$ cat config.mk
export PLATFORM = sky130hd
export DESIGN_NAME = tracker_power_mode_scheduler_unit_flat
export DESIGN_NICKNAME = d
export VERILOG_FILES = /design/src/design/tpms_pkg.sv /design/src/design/tpms_if.sv /design/src/design/tracker_power_mode_scheduler_unit.sv /design/src/flat_wrapper.sv
export SDC_FILE = /design/constraint.sdc
export NUM_CORES = 2
export LEC_CHECK = 0
export BUFFER_PORTS_ARGS = -buffer_cell sky130_fd_sc_hd__buf_2
export CAP_MARGIN = 20
export CORE_MARGIN = 10
export CORE_UTILIZATION = 35
export DETAILED_ROUTE_END_ITERATION = 12
export HOLD_SLACK_MARGIN = 0.08
export REMOVE_ABC_BUFFERS = 1
export SLEW_MARGIN = 20
export SYNTH_ARGS = -nofsm -noshare
export SYNTH_HDL_FRONTEND = slang
export SYNTH_SLANG_ARGS = --single-unit
$ cat constraint.sdc
create_clock -name clock -period 18.4 [get_ports clock]
set_input_delay 0.92 -clock clock [delete_from_list [all_inputs] [get_ports clock]]
set_output_delay 0.92 -clock clock [all_outputs]
set_load 0.01 [all_outputs]
$ cat src/design/tpms_pkg.sv
// Package for the tracker power mode scheduler: field widths, mode and
// wake cause codes, event opcodes, register indexes and reset values.
// No dependencies.
`default_nettype none

package tpms_pkg;

   localparam int TIME_W  = 32;
   localparam int IVAL_W  = 27;
   localparam int CODE_W  = 3;
   localparam int CNT_W   = 32;
   localparam int CSR_IDX_W = 3;

   typedef enum logic [CODE_W-1:0] {
      OP_WAKE      = 3'd0,
      OP_SET_MODE  = 3'd1,
      OP_MOTION    = 3'd2,
      OP_STAT_TMO  = 3'd3,
      OP_SOS       = 3'd4,
      OP_REPORTED  = 3'd5,
      OP_HEARTBEAT = 3'd6,
      OP_QUERY     = 3'd7
   } op_type;

   localparam logic [CODE_W-1:0] MODE_STATIONARY = 3'd0;
   localparam logic [CODE_W-1:0] MODE_MOVING     = 3'd1;
   localparam logic [CODE_W-1:0] MODE_STOPPED    = 3'd2;
   localparam logic [CODE_W-1:0] MODE_SOS        = 3'd3;
   localparam logic [CODE_W-1:0] MODE_DEEP_SLEEP = 3'd4;

   localparam logic [CODE_W-1:0] CAUSE_NONE      = 3'd0;
   localparam logic [CODE_W-1:0] CAUSE_TIMER     = 3'd1;
   localparam logic [CODE_W-1:0] CAUSE_MOTION    = 3'd2;
   localparam logic [CODE_W-1:0] CAUSE_SOS_BTN   = 3'd3;
   localparam logic [CODE_W-1:0] CAUSE_RESET     = 3'd4;

   localparam logic [CSR_IDX_W-1:0] CSR_MOVING_IVAL     = 3'd0;
   localparam logic [CSR_IDX_W-1:0] CSR_STATIONARY_IVAL = 3'd1;
   localparam logic [CSR_IDX_W-1:0] CSR_SOS_IVAL        = 3'd2;
   localparam logic [CSR_IDX_W-1:0] CSR_HEARTBEAT_IVAL  = 3'd3;
   localparam logic [CSR_IDX_W-1:0] CSR_STOPPED_IVAL    = 3'd4;
   localparam logic [CSR_IDX_W-1:0] CSR_MIN_SLEEP       = 3'd5;

   localparam logic [IVAL_W-1:0] RST_MOVING_IVAL     = 27'd300000;
   localparam logic [IVAL_W-1:0] RST_STATIONARY_IVAL = 27'd1800000;
   localparam logic [IVAL_W-1:0] RST_SOS_IVAL        = 27'd60000;
   localparam logic [IVAL_W-1:0] RST_HEARTBEAT_IVAL  = 27'd3600000;
   localparam logic [IVAL_W-1:0] RST_STOPPED_IVAL    = 27'd60000;
   localparam logic [IVAL_W-1:0] RST_MIN_SLEEP       = 27'd1000;

endpackage

`default_nettype wire

$ cat src/design/tpms_if.sv
// Channel interfaces of the tracker power mode scheduler: event requests
// in, status responses out. Depends on tpms_pkg.
`default_nettype none

interface tpms_req_if;
   logic                         valid;
   logic                         ready;
   logic [tpms_pkg::CODE_W-1:0]  operation;
   logic [tpms_pkg::TIME_W-1:0]  now_ms;
   logic [tpms_pkg::CODE_W-1:0]  target_mode;
   logic [tpms_pkg::CODE_W-1:0]  wake_cause_in;

   modport source (output valid, operation, now_ms, target_mode, wake_cause_in,
                   input ready);
   modport sink   (input valid, operation, now_ms, target_mode, wake_cause_in,
                   output ready);
endinterface

interface tpms_rsp_if;
   logic                         valid;
   logic                         ready;
   logic [tpms_pkg::CODE_W-1:0]  mode;
   logic                         gps_enabled;
   logic                         cell_fallback;
   logic                         report_due;
   logic                         heartbeat_due;
   logic [tpms_pkg::IVAL_W-1:0]  report_interval_ms;
   logic [tpms_pkg::IVAL_W-1:0]  sleep_ms;
   logic [tpms_pkg::CNT_W-1:0]   reports_total;
   logic [tpms_pkg::CNT_W-1:0]   sos_total;
   logic [tpms_pkg::CODE_W-1:0]  wake_cause;

   modport source (output valid, mode, gps_enabled, cell_fallback, report_due,
                   heartbeat_due, report_interval_ms, sleep_ms, reports_total,
                   sos_total, wake_cause,
                   input ready);
   modport sink   (input valid, mode, gps_enabled, cell_fallback, report_due,
                   heartbeat_due, report_interval_ms, sleep_ms, reports_total,
                   sos_total, wake_cause,
                   output ready);
endinterface

`default_nettype wire

$ cat src/design/tracker_power_mode_scheduler_unit.sv
// Tracker power mode scheduler, top level: event register, state update,
// interval and sleep length logic, response register.
// Depends on tpms_pkg and tpms_if.
//
//   channel   dir  handshake            contents
//   req_bus   in   valid/ready          operation, now_ms, target_mode, wake_cause_in
//   rsp_bus   out  valid/ready          mode, flags, due flags, interval, sleep, counters
//   csr_*     in   write enable only    index 0..5, 27-bit data, no read-back
//
// One transaction per cycle sustained while rsp_bus is not stalled; a response
// passes the event register, then the response register, after its request is
// accepted. The state update plus one 32-bit add, compare and subtract chain
// sets the cycle. A stalled response holds in its register while the next event
// waits in the event register. Reset is synchronous and restores all state and
// configuration; the block takes requests as soon as reset drops.
`default_nettype none

module tracker_power_mode_scheduler_unit (
   input  wire logic                           clock,
   input  wire logic                           reset,
   tpms_req_if.sink                            req_bus,
   tpms_rsp_if.source                          rsp_bus,
   input  wire logic                           csr_write_enable,
   input  wire logic [tpms_pkg::CSR_IDX_W-1:0] csr_index,
   input  wire logic [tpms_pkg::IVAL_W-1:0]    csr_write_data
);
   import tpms_pkg::*;

   // configuration
   logic [IVAL_W-1:0] moving_ival_ff, stationary_ival_ff, sos_ival_ff;
   logic [IVAL_W-1:0] heartbeat_ival_ff, stopped_ival_ff, min_sleep_ff;

   // event register
   logic              evt_valid_ff;
   op_type            evt_op_ff;
   logic [TIME_W-1:0] evt_now_ff;
   logic [CODE_W-1:0] evt_target_ff;
   logic [CODE_W-1:0] evt_cause_ff;

   // architectural state
   logic [CODE_W-1:0] mode_ff, mode_in;
   logic              gps_ff, gps_in;
   logic              fallback_ff, fallback_in;
   logic [TIME_W-1:0] last_rep_ff, last_rep_in;
   logic [TIME_W-1:0] last_hb_ff, last_hb_in;
   logic [CNT_W-1:0]  rep_cnt_ff, rep_cnt_in;
   logic [CNT_W-1:0]  sos_cnt_ff, sos_cnt_in;
   logic [CODE_W-1:0] cause_ff, cause_in;

   // response register
   logic              rsp_valid_ff;
   logic [CODE_W-1:0] res_mode_ff;
   logic              res_gps_ff, res_fallback_ff, res_rep_due_ff, res_hb_due_ff;
   logic [IVAL_W-1:0] res_ival_ff, res_sleep_ff;
   logic [CNT_W-1:0]  res_rep_cnt_ff, res_sos_cnt_ff;
   logic [CODE_W-1:0] res_cause_ff;

   logic              advance;
   logic              do_enter;
   logic [CODE_W-1:0] enter_target;
   logic [CODE_W-1:0] cause_sat;
   logic [IVAL_W-1:0] ival;
   logic [TIME_W-1:0] next_rep, next_hb, next_ev, dur_raw;
   logic [IVAL_W-1:0] dur_capped, sleep_len;
   logic              rep_due, hb_due;

   assign advance     = evt_valid_ff && (!rsp_valid_ff || rsp_bus.ready);
   assign req_bus.ready = !reset && (!evt_valid_ff || advance);

   always_ff @(posedge clock) begin
      if (reset) begin
         moving_ival_ff     <= RST_MOVING_IVAL;
         stationary_ival_ff <= RST_STATIONARY_IVAL;
         sos_ival_ff        <= RST_SOS_IVAL;
         heartbeat_ival_ff  <= RST_HEARTBEAT_IVAL;
         stopped_ival_ff    <= RST_STOPPED_IVAL;
         min_sleep_ff       <= RST_MIN_SLEEP;
      end else if (csr_write_enable) begin
         unique case (csr_index)
            CSR_MOVING_IVAL:     moving_ival_ff     <= csr_write_data;
            CSR_STATIONARY_IVAL: stationary_ival_ff <= csr_write_data;
            CSR_SOS_IVAL:        sos_ival_ff        <= csr_write_data;
            CSR_HEARTBEAT_IVAL:  heartbeat_ival_ff  <= csr_write_data;
            CSR_STOPPED_IVAL:    stopped_ival_ff    <= csr_write_data;
            CSR_MIN_SLEEP:       min_sleep_ff       <= csr_write_data;
            default: ;
         endcase
      end
   end

   always_ff @(posedge clock) begin
      if (reset) begin
         evt_valid_ff <= 1'b0;
      end else if (req_bus.ready) begin
         evt_valid_ff <= req_bus.valid;
      end
   end

   always_ff @(posedge clock) begin
      if (req_bus.valid && req_bus.ready) begin
         evt_op_ff     <= op_type'(req_bus.operation);
         evt_now_ff    <= req_bus.now_ms;
         evt_target_ff <= req_bus.target_mode;
         evt_cause_ff  <= req_bus.wake_cause_in;
      end
   end

   // next state for the event in the event register
   always_comb begin
      mode_in      = mode_ff;
      gps_in       = gps_ff;
      fallback_in  = fallback_ff;
      last_rep_in  = last_rep_ff;
      last_hb_in   = last_hb_ff;
      rep_cnt_in   = rep_cnt_ff;
      sos_cnt_in   = sos_cnt_ff;
      cause_in     = cause_ff;
      do_enter     = 1'b0;
      enter_target = evt_target_ff;
      cause_sat    = (evt_cause_ff > CAUSE_RESET) ? CAUSE_RESET : evt_cause_ff;

      unique case (evt_op_ff)
         OP_WAKE: begin
            cause_in    = cause_sat;
            last_rep_in = '0;
            last_hb_in  = '0;
            priority if (cause_sat == CAUSE_MOTION) begin
               mode_in = MODE_MOVING;
            end else if (cause_sat == CAUSE_SOS_BTN) begin
               mode_in = MODE_SOS;
            end else begin
               mode_in = MODE_STATIONARY;
            end
         end
         OP_SET_MODE: begin
            do_enter     = (evt_target_ff <= MODE_DEEP_SLEEP);
            enter_target = evt_target_ff;
         end
         OP_MOTION: begin
            do_enter     = (mode_ff == MODE_STATIONARY);
            enter_target = MODE_MOVING;
         end
         OP_STAT_TMO: begin
            do_enter     = (mode_ff == MODE_MOVING);
            enter_target = MODE_STOPPED;
         end
         OP_SOS: begin
            do_enter     = 1'b1;
            enter_target = MODE_SOS;
         end
         OP_REPORTED: begin
            last_rep_in = evt_now_ff;
            rep_cnt_in  = rep_cnt_ff + 1'b1;
         end
         OP_HEARTBEAT: begin
            last_hb_in = evt_now_ff;
         end
         OP_QUERY: ;
      endcase

      if (do_enter) begin
         mode_in = enter_target;
         unique case (enter_target)
            MODE_STATIONARY: begin
               gps_in      = 1'b0;
               fallback_in = 1'b1;
            end
            MODE_MOVING: begin
               gps_in      = 1'b1;
               fallback_in = 1'b0;
            end
            MODE_STOPPED: gps_in = 1'b1;
            MODE_SOS: begin
               gps_in     = 1'b1;
               sos_cnt_in = sos_cnt_ff + 1'b1;
            end
            default: ;   // deep sleep keeps both flags
         endcase
      end
   end

   // interval, due flags and sleep length after the update
   always_comb begin
      unique case (mode_in)
         MODE_MOVING:  ival = moving_ival_ff;
         MODE_STOPPED: ival = stopped_ival_ff;
         MODE_SOS:     ival = sos_ival_ff;
         default:      ival = stationary_ival_ff;
      endcase

      next_rep = last_rep_in + TIME_W'(ival);
      next_hb  = last_hb_in + TIME_W'(heartbeat_ival_ff);
      next_ev  = (next_rep < next_hb) ? next_rep : next_hb;
      dur_raw  = (next_ev > evt_now_ff) ? (next_ev - evt_now_ff) : TIME_W'(ival);
      dur_capped = (dur_raw > TIME_W'(ival)) ? ival : dur_raw[IVAL_W-1:0];
      sleep_len  = (dur_capped < min_sleep_ff) ? min_sleep_ff : dur_capped;

      rep_due = ((evt_now_ff - last_rep_in) >= TIME_W'(ival));
      hb_due  = ((evt_now_ff - last_hb_in) >= TIME_W'(heartbeat_ival_ff));
   end

   always_ff @(posedge clock) begin
      if (reset) begin
         mode_ff     <= MODE_STATIONARY;
         gps_ff      <= 1'b0;
         fallback_ff <= 1'b0;
         last_rep_ff <= '0;
         last_hb_ff  <= '0;
         rep_cnt_ff  <= '0;
         sos_cnt_ff  <= '0;
         cause_ff    <= CAUSE_RESET;
      end else if (advance) begin
         mode_ff     <= mode_in;
         gps_ff      <= gps_in;
         fallback_ff <= fallback_in;
         last_rep_ff <= last_rep_in;
         last_hb_ff  <= last_hb_in;
         rep_cnt_ff  <= rep_cnt_in;
         sos_cnt_ff  <= sos_cnt_in;
         cause_ff    <= cause_in;
      end
   end

   always_ff @(posedge clock) begin
      if (reset) begin
         rsp_valid_ff <= 1'b0;
      end else if (advance) begin
         rsp_valid_ff <= 1'b1;
      end else if (rsp_bus.ready) begin
         rsp_valid_ff <= 1'b0;
      end
   end

   always_ff @(posedge clock) begin
      if (advance) begin
         res_mode_ff     <= mode_in;
         res_gps_ff      <= gps_in;
         res_fallback_ff <= fallback_in;
         res_rep_due_ff  <= rep_due;
         res_hb_due_ff   <= hb_due;
         res_ival_ff     <= ival;
         res_sleep_ff    <= sleep_len;
         res_rep_cnt_ff  <= rep_cnt_in;
         res_sos_cnt_ff  <= sos_cnt_in;
         res_cause_ff    <= cause_in;
      end
   end

   assign rsp_bus.valid              = rsp_valid_ff;
   assign rsp_bus.mode               = res_mode_ff;
   assign rsp_bus.gps_enabled        = res_gps_ff;
   assign rsp_bus.cell_fallback      = res_fallback_ff;
   assign rsp_bus.report_due         = res_rep_due_ff;
   assign rsp_bus.heartbeat_due      = res_hb_due_ff;
   assign rsp_bus.report_interval_ms = res_ival_ff;
   assign rsp_bus.sleep_ms           = res_sleep_ff;
   assign rsp_bus.reports_total      = res_rep_cnt_ff;
   assign rsp_bus.sos_total          = res_sos_cnt_ff;
   assign rsp_bus.wake_cause         = res_cause_ff;

endmodule

`default_nettype wire

$ cat src/flat_wrapper.sv
// flat-port wrapper written by rule: the top's interface ports become plain ports
module tracker_power_mode_scheduler_unit_flat import tpms_pkg::*;
  (clock, reset, csr_write_enable, csr_index, csr_write_data, req_bus_valid, req_bus_operation, req_bus_now_ms, req_bus_target_mode, req_bus_wake_cause_in, req_bus_ready, rsp_bus_valid, rsp_bus_mode, rsp_bus_gps_enabled, rsp_bus_cell_fallback, rsp_bus_report_due, rsp_bus_heartbeat_due, rsp_bus_report_interval_ms, rsp_bus_sleep_ms, rsp_bus_reports_total, rsp_bus_sos_total, rsp_bus_wake_cause, rsp_bus_ready);
  tpms_req_if req_bus_i ();
  tpms_rsp_if rsp_bus_i ();
  input  wire logic clock;
  input  wire logic reset;
  input  wire logic csr_write_enable;
  input  wire logic [tpms_pkg::CSR_IDX_W-1:0] csr_index;
  input  wire logic [tpms_pkg::IVAL_W-1:0] csr_write_data;
  input wire logic [$bits(req_bus_i.valid)-1:0] req_bus_valid;
  input wire logic [$bits(req_bus_i.operation)-1:0] req_bus_operation;
  input wire logic [$bits(req_bus_i.now_ms)-1:0] req_bus_now_ms;
  input wire logic [$bits(req_bus_i.target_mode)-1:0] req_bus_target_mode;
  input wire logic [$bits(req_bus_i.wake_cause_in)-1:0] req_bus_wake_cause_in;
  output wire logic [$bits(req_bus_i.ready)-1:0] req_bus_ready;
  output wire logic [$bits(rsp_bus_i.valid)-1:0] rsp_bus_valid;
  output wire logic [$bits(rsp_bus_i.mode)-1:0] rsp_bus_mode;
  output wire logic [$bits(rsp_bus_i.gps_enabled)-1:0] rsp_bus_gps_enabled;
  output wire logic [$bits(rsp_bus_i.cell_fallback)-1:0] rsp_bus_cell_fallback;
  output wire logic [$bits(rsp_bus_i.report_due)-1:0] rsp_bus_report_due;
  output wire logic [$bits(rsp_bus_i.heartbeat_due)-1:0] rsp_bus_heartbeat_due;
  output wire logic [$bits(rsp_bus_i.report_interval_ms)-1:0] rsp_bus_report_interval_ms;
  output wire logic [$bits(rsp_bus_i.sleep_ms)-1:0] rsp_bus_sleep_ms;
  output wire logic [$bits(rsp_bus_i.reports_total)-1:0] rsp_bus_reports_total;
  output wire logic [$bits(rsp_bus_i.sos_total)-1:0] rsp_bus_sos_total;
  output wire logic [$bits(rsp_bus_i.wake_cause)-1:0] rsp_bus_wake_cause;
  input wire logic [$bits(rsp_bus_i.ready)-1:0] rsp_bus_ready;
  assign req_bus_i.valid = req_bus_valid;
  assign req_bus_i.operation = req_bus_operation;
  assign req_bus_i.now_ms = req_bus_now_ms;
  assign req_bus_i.target_mode = req_bus_target_mode;
  assign req_bus_i.wake_cause_in = req_bus_wake_cause_in;
  assign req_bus_ready = req_bus_i.ready;
  assign rsp_bus_valid = rsp_bus_i.valid;
  assign rsp_bus_mode = rsp_bus_i.mode;
  assign rsp_bus_gps_enabled = rsp_bus_i.gps_enabled;
  assign rsp_bus_cell_fallback = rsp_bus_i.cell_fallback;
  assign rsp_bus_report_due = rsp_bus_i.report_due;
  assign rsp_bus_heartbeat_due = rsp_bus_i.heartbeat_due;
  assign rsp_bus_report_interval_ms = rsp_bus_i.report_interval_ms;
  assign rsp_bus_sleep_ms = rsp_bus_i.sleep_ms;
  assign rsp_bus_reports_total = rsp_bus_i.reports_total;
  assign rsp_bus_sos_total = rsp_bus_i.sos_total;
  assign rsp_bus_wake_cause = rsp_bus_i.wake_cause;
  assign rsp_bus_i.ready = rsp_bus_ready;
  tracker_power_mode_scheduler_unit u_core (.clock(clock), .reset(reset), .req_bus(req_bus_i), .rsp_bus(rsp_bus_i), .csr_write_enable(csr_write_enable), .csr_index(csr_index), .csr_write_data(csr_write_data));
endmodule
==> results.json <==
{
  "hold_viol": 0,
  "async_reset_ff_share_pct": 0,
  "synth.distinct_cells": 89,
  "final_nets": 4162,
  "final_antenna_net_count": 0,
  "crit_type": "flop to flop",
  "die_w_um": 317,
  "drv_slew": 0,
  "antenna_found_initial": 9,
  "numCtsBuffers": 55,
  "place.gp.congestion": 0.926,
  "place_inst": 4891,
  "period_minus_slack_ps": 16750,
  "clkTransAtPathRegs_ps": 60,
  "start_kind": "flop",
  "synthToLayoutAreaGrowth_pct": 13.2,
  "synth-seq-area-share_pct": 35.8,
  "cts.sinks": 469,
  "pwr-share-seq_pct": 30.2,
  "synth_cells": 3654,
  "first_pass_iters": 5,
  "synth_seq_cells": 469,
  "grt_max_degree": 135,
  "leakage_nw": 14.8,
  "dieArea_um2": 101000,
  "first_global_vias": 25000,
  "netlist_area_um2": 30900,
  "synth_top_family_by_area": "compound AO/OA/AOI/OAI gates",
  "synthAdderAreaFrac_pct": 12.0,
  "hpwl_um": 74500,
  "drive_above_1_share_pct": 10.9,
  "clock-root-buffer": "clkbuf_16",
  "rsz0062_at_grt": "false",
  "crit_slowest_cell": "a221o_2",
  "synth.avg_cell_area_um2": 8.46,
  "io_pins": 206,
  "design.core.area_um2": 87200,
  "cp-end-kind": "flop",
  "fin_worst_skew_ps": 46.2,
  "post_cts_buffers": 0,
  "powerDensity_nw_per_um2": 113,
  "arrival_ps": 17150,
  "cpMostUsedCell": "o21ai_0",
  "cts_max_level": 2,
  "cap_violations": 0,
  "max_stage_delay_ps": 750,
  "crit_required_ps": 18810,
  "postCtsHoldBufs": 0,
  "clock_latency_ps": 660,
  "synth-simple-area-share_pct": 18.5,
  "swShare_pct": 37.2,
  "drc": 0,
  "min_path_type": "input port to flop",
  "power_frac_comb_pct": 40.1,
  "synth_xor_area_share_pct": 6.69,
  "max_slew_margin_pct": 30.8,
  "synth_compound_area_share_pct": 19.0,
  "finalNonFillerCells": 4995,
  "p_clk_share_pct": 29.7,
  "fmax_mhz": 59.7,
  "nFillCells": 8866,
  "port_buffers": 205,
  "timing.hold.ws_ps": 447,
  "yosysWarnings": 0,
  "viasPerCell": 5.33,
  "diodes": 0,
  "tightest_slew_ps": 1040,
  "num_rows": 108,
  "vias": 26600,
  "initial_core_util_pct": 35.5,
  "synth_flop_cell": "dfxtp_1",
  "synthMuxAreaShare_pct": 3.01,
  "setup_viol": 0,
  "finalSetupTns_ps": 0,
  "grt-ovfl-total": 0,
  "grt_pass1_wl_um": 152000,
  "drt-initial-drc-count": 2263,
  "wl_per_cell_um": 20.1,
  "layout_common_cells": "594 x nand2_1, 306 x a21oi_1, 300 x dfxtp_1",
  "die_height_um": 317,
  "irDropWorstVdd_uv": 96.5,
  "grtUsageTotal_pct": 19.3,
  "outcome": "finished, final reports clean",
  "clock_tree.buffer_depth": 3,
  "drt-total-wl_um": 100000,
  "p_int_mw": 2.48,
  "cts_tree": "yes",
  "synth_edf_count": 169,
  "cp_max_fo": 46,
  "final_common_cell": "nand2_1",
  "fin_crit_sh_pct": 91.0,
  "switching_power_mw": 1.46,
  "cts.repair.resized": 0
}
-- state kept, by name (all words and copies together), names as in the netlist, 27 cells and up --
register	flops
u_core.evt_now_ff	32
u_core.heartbeat_ival_ff	27
u_core.last_hb_ff	32
u_core.last_rep_ff	32
u_core.min_sleep_ff	27
u_core.moving_ival_ff	27
u_core.rep_cnt_ff	32
u_core.rsp_bus.report_interval_ms	27
u_core.rsp_bus.reports_total	32
u_core.rsp_bus.sleep_ms	27
u_core.rsp_bus.sos_total	32
u_core.sos_cnt_ff	32
u_core.sos_ival_ff	27
u_core.stationary_ival_ff	27
u_core.stopped_ival_ff	27
-- layout make-up --
type | count | area, um^2 | share of cell area [%]
Multi-Input combinational cell | 2786 | 18400 | 52.4
Clock inverter | 31 | 407 | 1.16
Inverter | 246 | 931 | 2.66
Timing Repair Buffer | 235 | 1260 | 3.60
Sequential cell | 469 | 11100 | 31.7
Clock buffer | 73 | 1530 | 4.36
Tap cell | 1155 | 1450 | 4.13
-- final timing paths --
path | from | end | slack [ps] | cells past startpoint
worst max-delay path | u_core.evt_op_ff[1] | u_core.rsp_bus.sleep_ms[15] | 1650 | 68
worst min-delay path | req_bus_now_ms[13] | u_core.evt_now_ff[13] | 450 | 1
worst max register to register | u_core.evt_op_ff[1] | u_core.rsp_bus.sleep_ms[15] | 1650 | 68
worst min register to register | u_core.cause_ff[1] | u_core.cause_ff[1] | 460 | 2
-- metrics by stage --
step	setup slack, ps	utilization, %	total power, mW	cell area (um^2)
floorplan	1920	-	2.30	30300
global placement	2210	37.9	2.78	33100
detailed placement	1900	37.9	2.78	33100
CTS	1900	40.2	3.97	35000
global route	472	40.2	4.17	35000
finish	1650	40.2	3.94	35000
-- kinds of logic after synthesis --
logic type | count (synthesis)
xor+xnor | 236
flops | 469
mux | 83
buf+inv | 399
compound gates | 920
fa+ha+maj | 293
simple gates | 1254
-- critical path: cells and delay by family (launching register included) --
kind                     cells  cell delay (ps)
AO/OA/AOI/OAI               37             8250
XOR/XNOR                     1              210
adder cells (fa/ha/maj)      6             1490
buffers and inverters        6             2100
flip-flops                   1              580
multiplexers                 4             1410
AND/OR/NAND/NOR             14             2420
-- routing by layer --
layer / GRT usage, % / vias up / wire length [um]
met5: 0 / - / 0
met2: 32.1 / 790 / 46600
met3: 2.46 / 110 / 6180
met4: 5.30 / 0 / 2640
met1: 25.9 / 12500 / 44900
li1: - / 13200 / -
-- cell usage after synthesis (all sizes together), types with 40 or more instances --
master / instances / area (um^2)
nand3: 50 / 250
a22oi: 59 / 443
nor2: 272 / 1020
nand3b: 56 / 420
clkbuf: 134 / 527
a21oi: 309 / 1550
ha: 288 / 3600
nand2: 594 / 2230
o21ai: 157 / 790
a211oi: 73 / 553
nand4: 48 / 300
xor2: 99 / 867
nor2b: 40 / 250
mux2: 49 / 589
dfxtp: 300 / 6010
xnor2: 137 / 1200
a21o: 106 / 797
edfxtp: 169 / 5070
inv: 245 / 920
-- power by group through the flow --
stage / logic, mW / clock network [mW] / registers (mW)
3_3_place_gp: 1.57 / 0 / 1.21
3_5_place_dp: 1.57 / 0 / 1.21
4_1_cts: 1.58 / 1.20 / 1.19
2_1_floorplan: 1.08 / 0 / 1.22
6_report: 1.58 / 1.17 / 1.19
5_1_grt: 1.74 / 1.24 / 1.19
(Power assumes the default switching activity.)
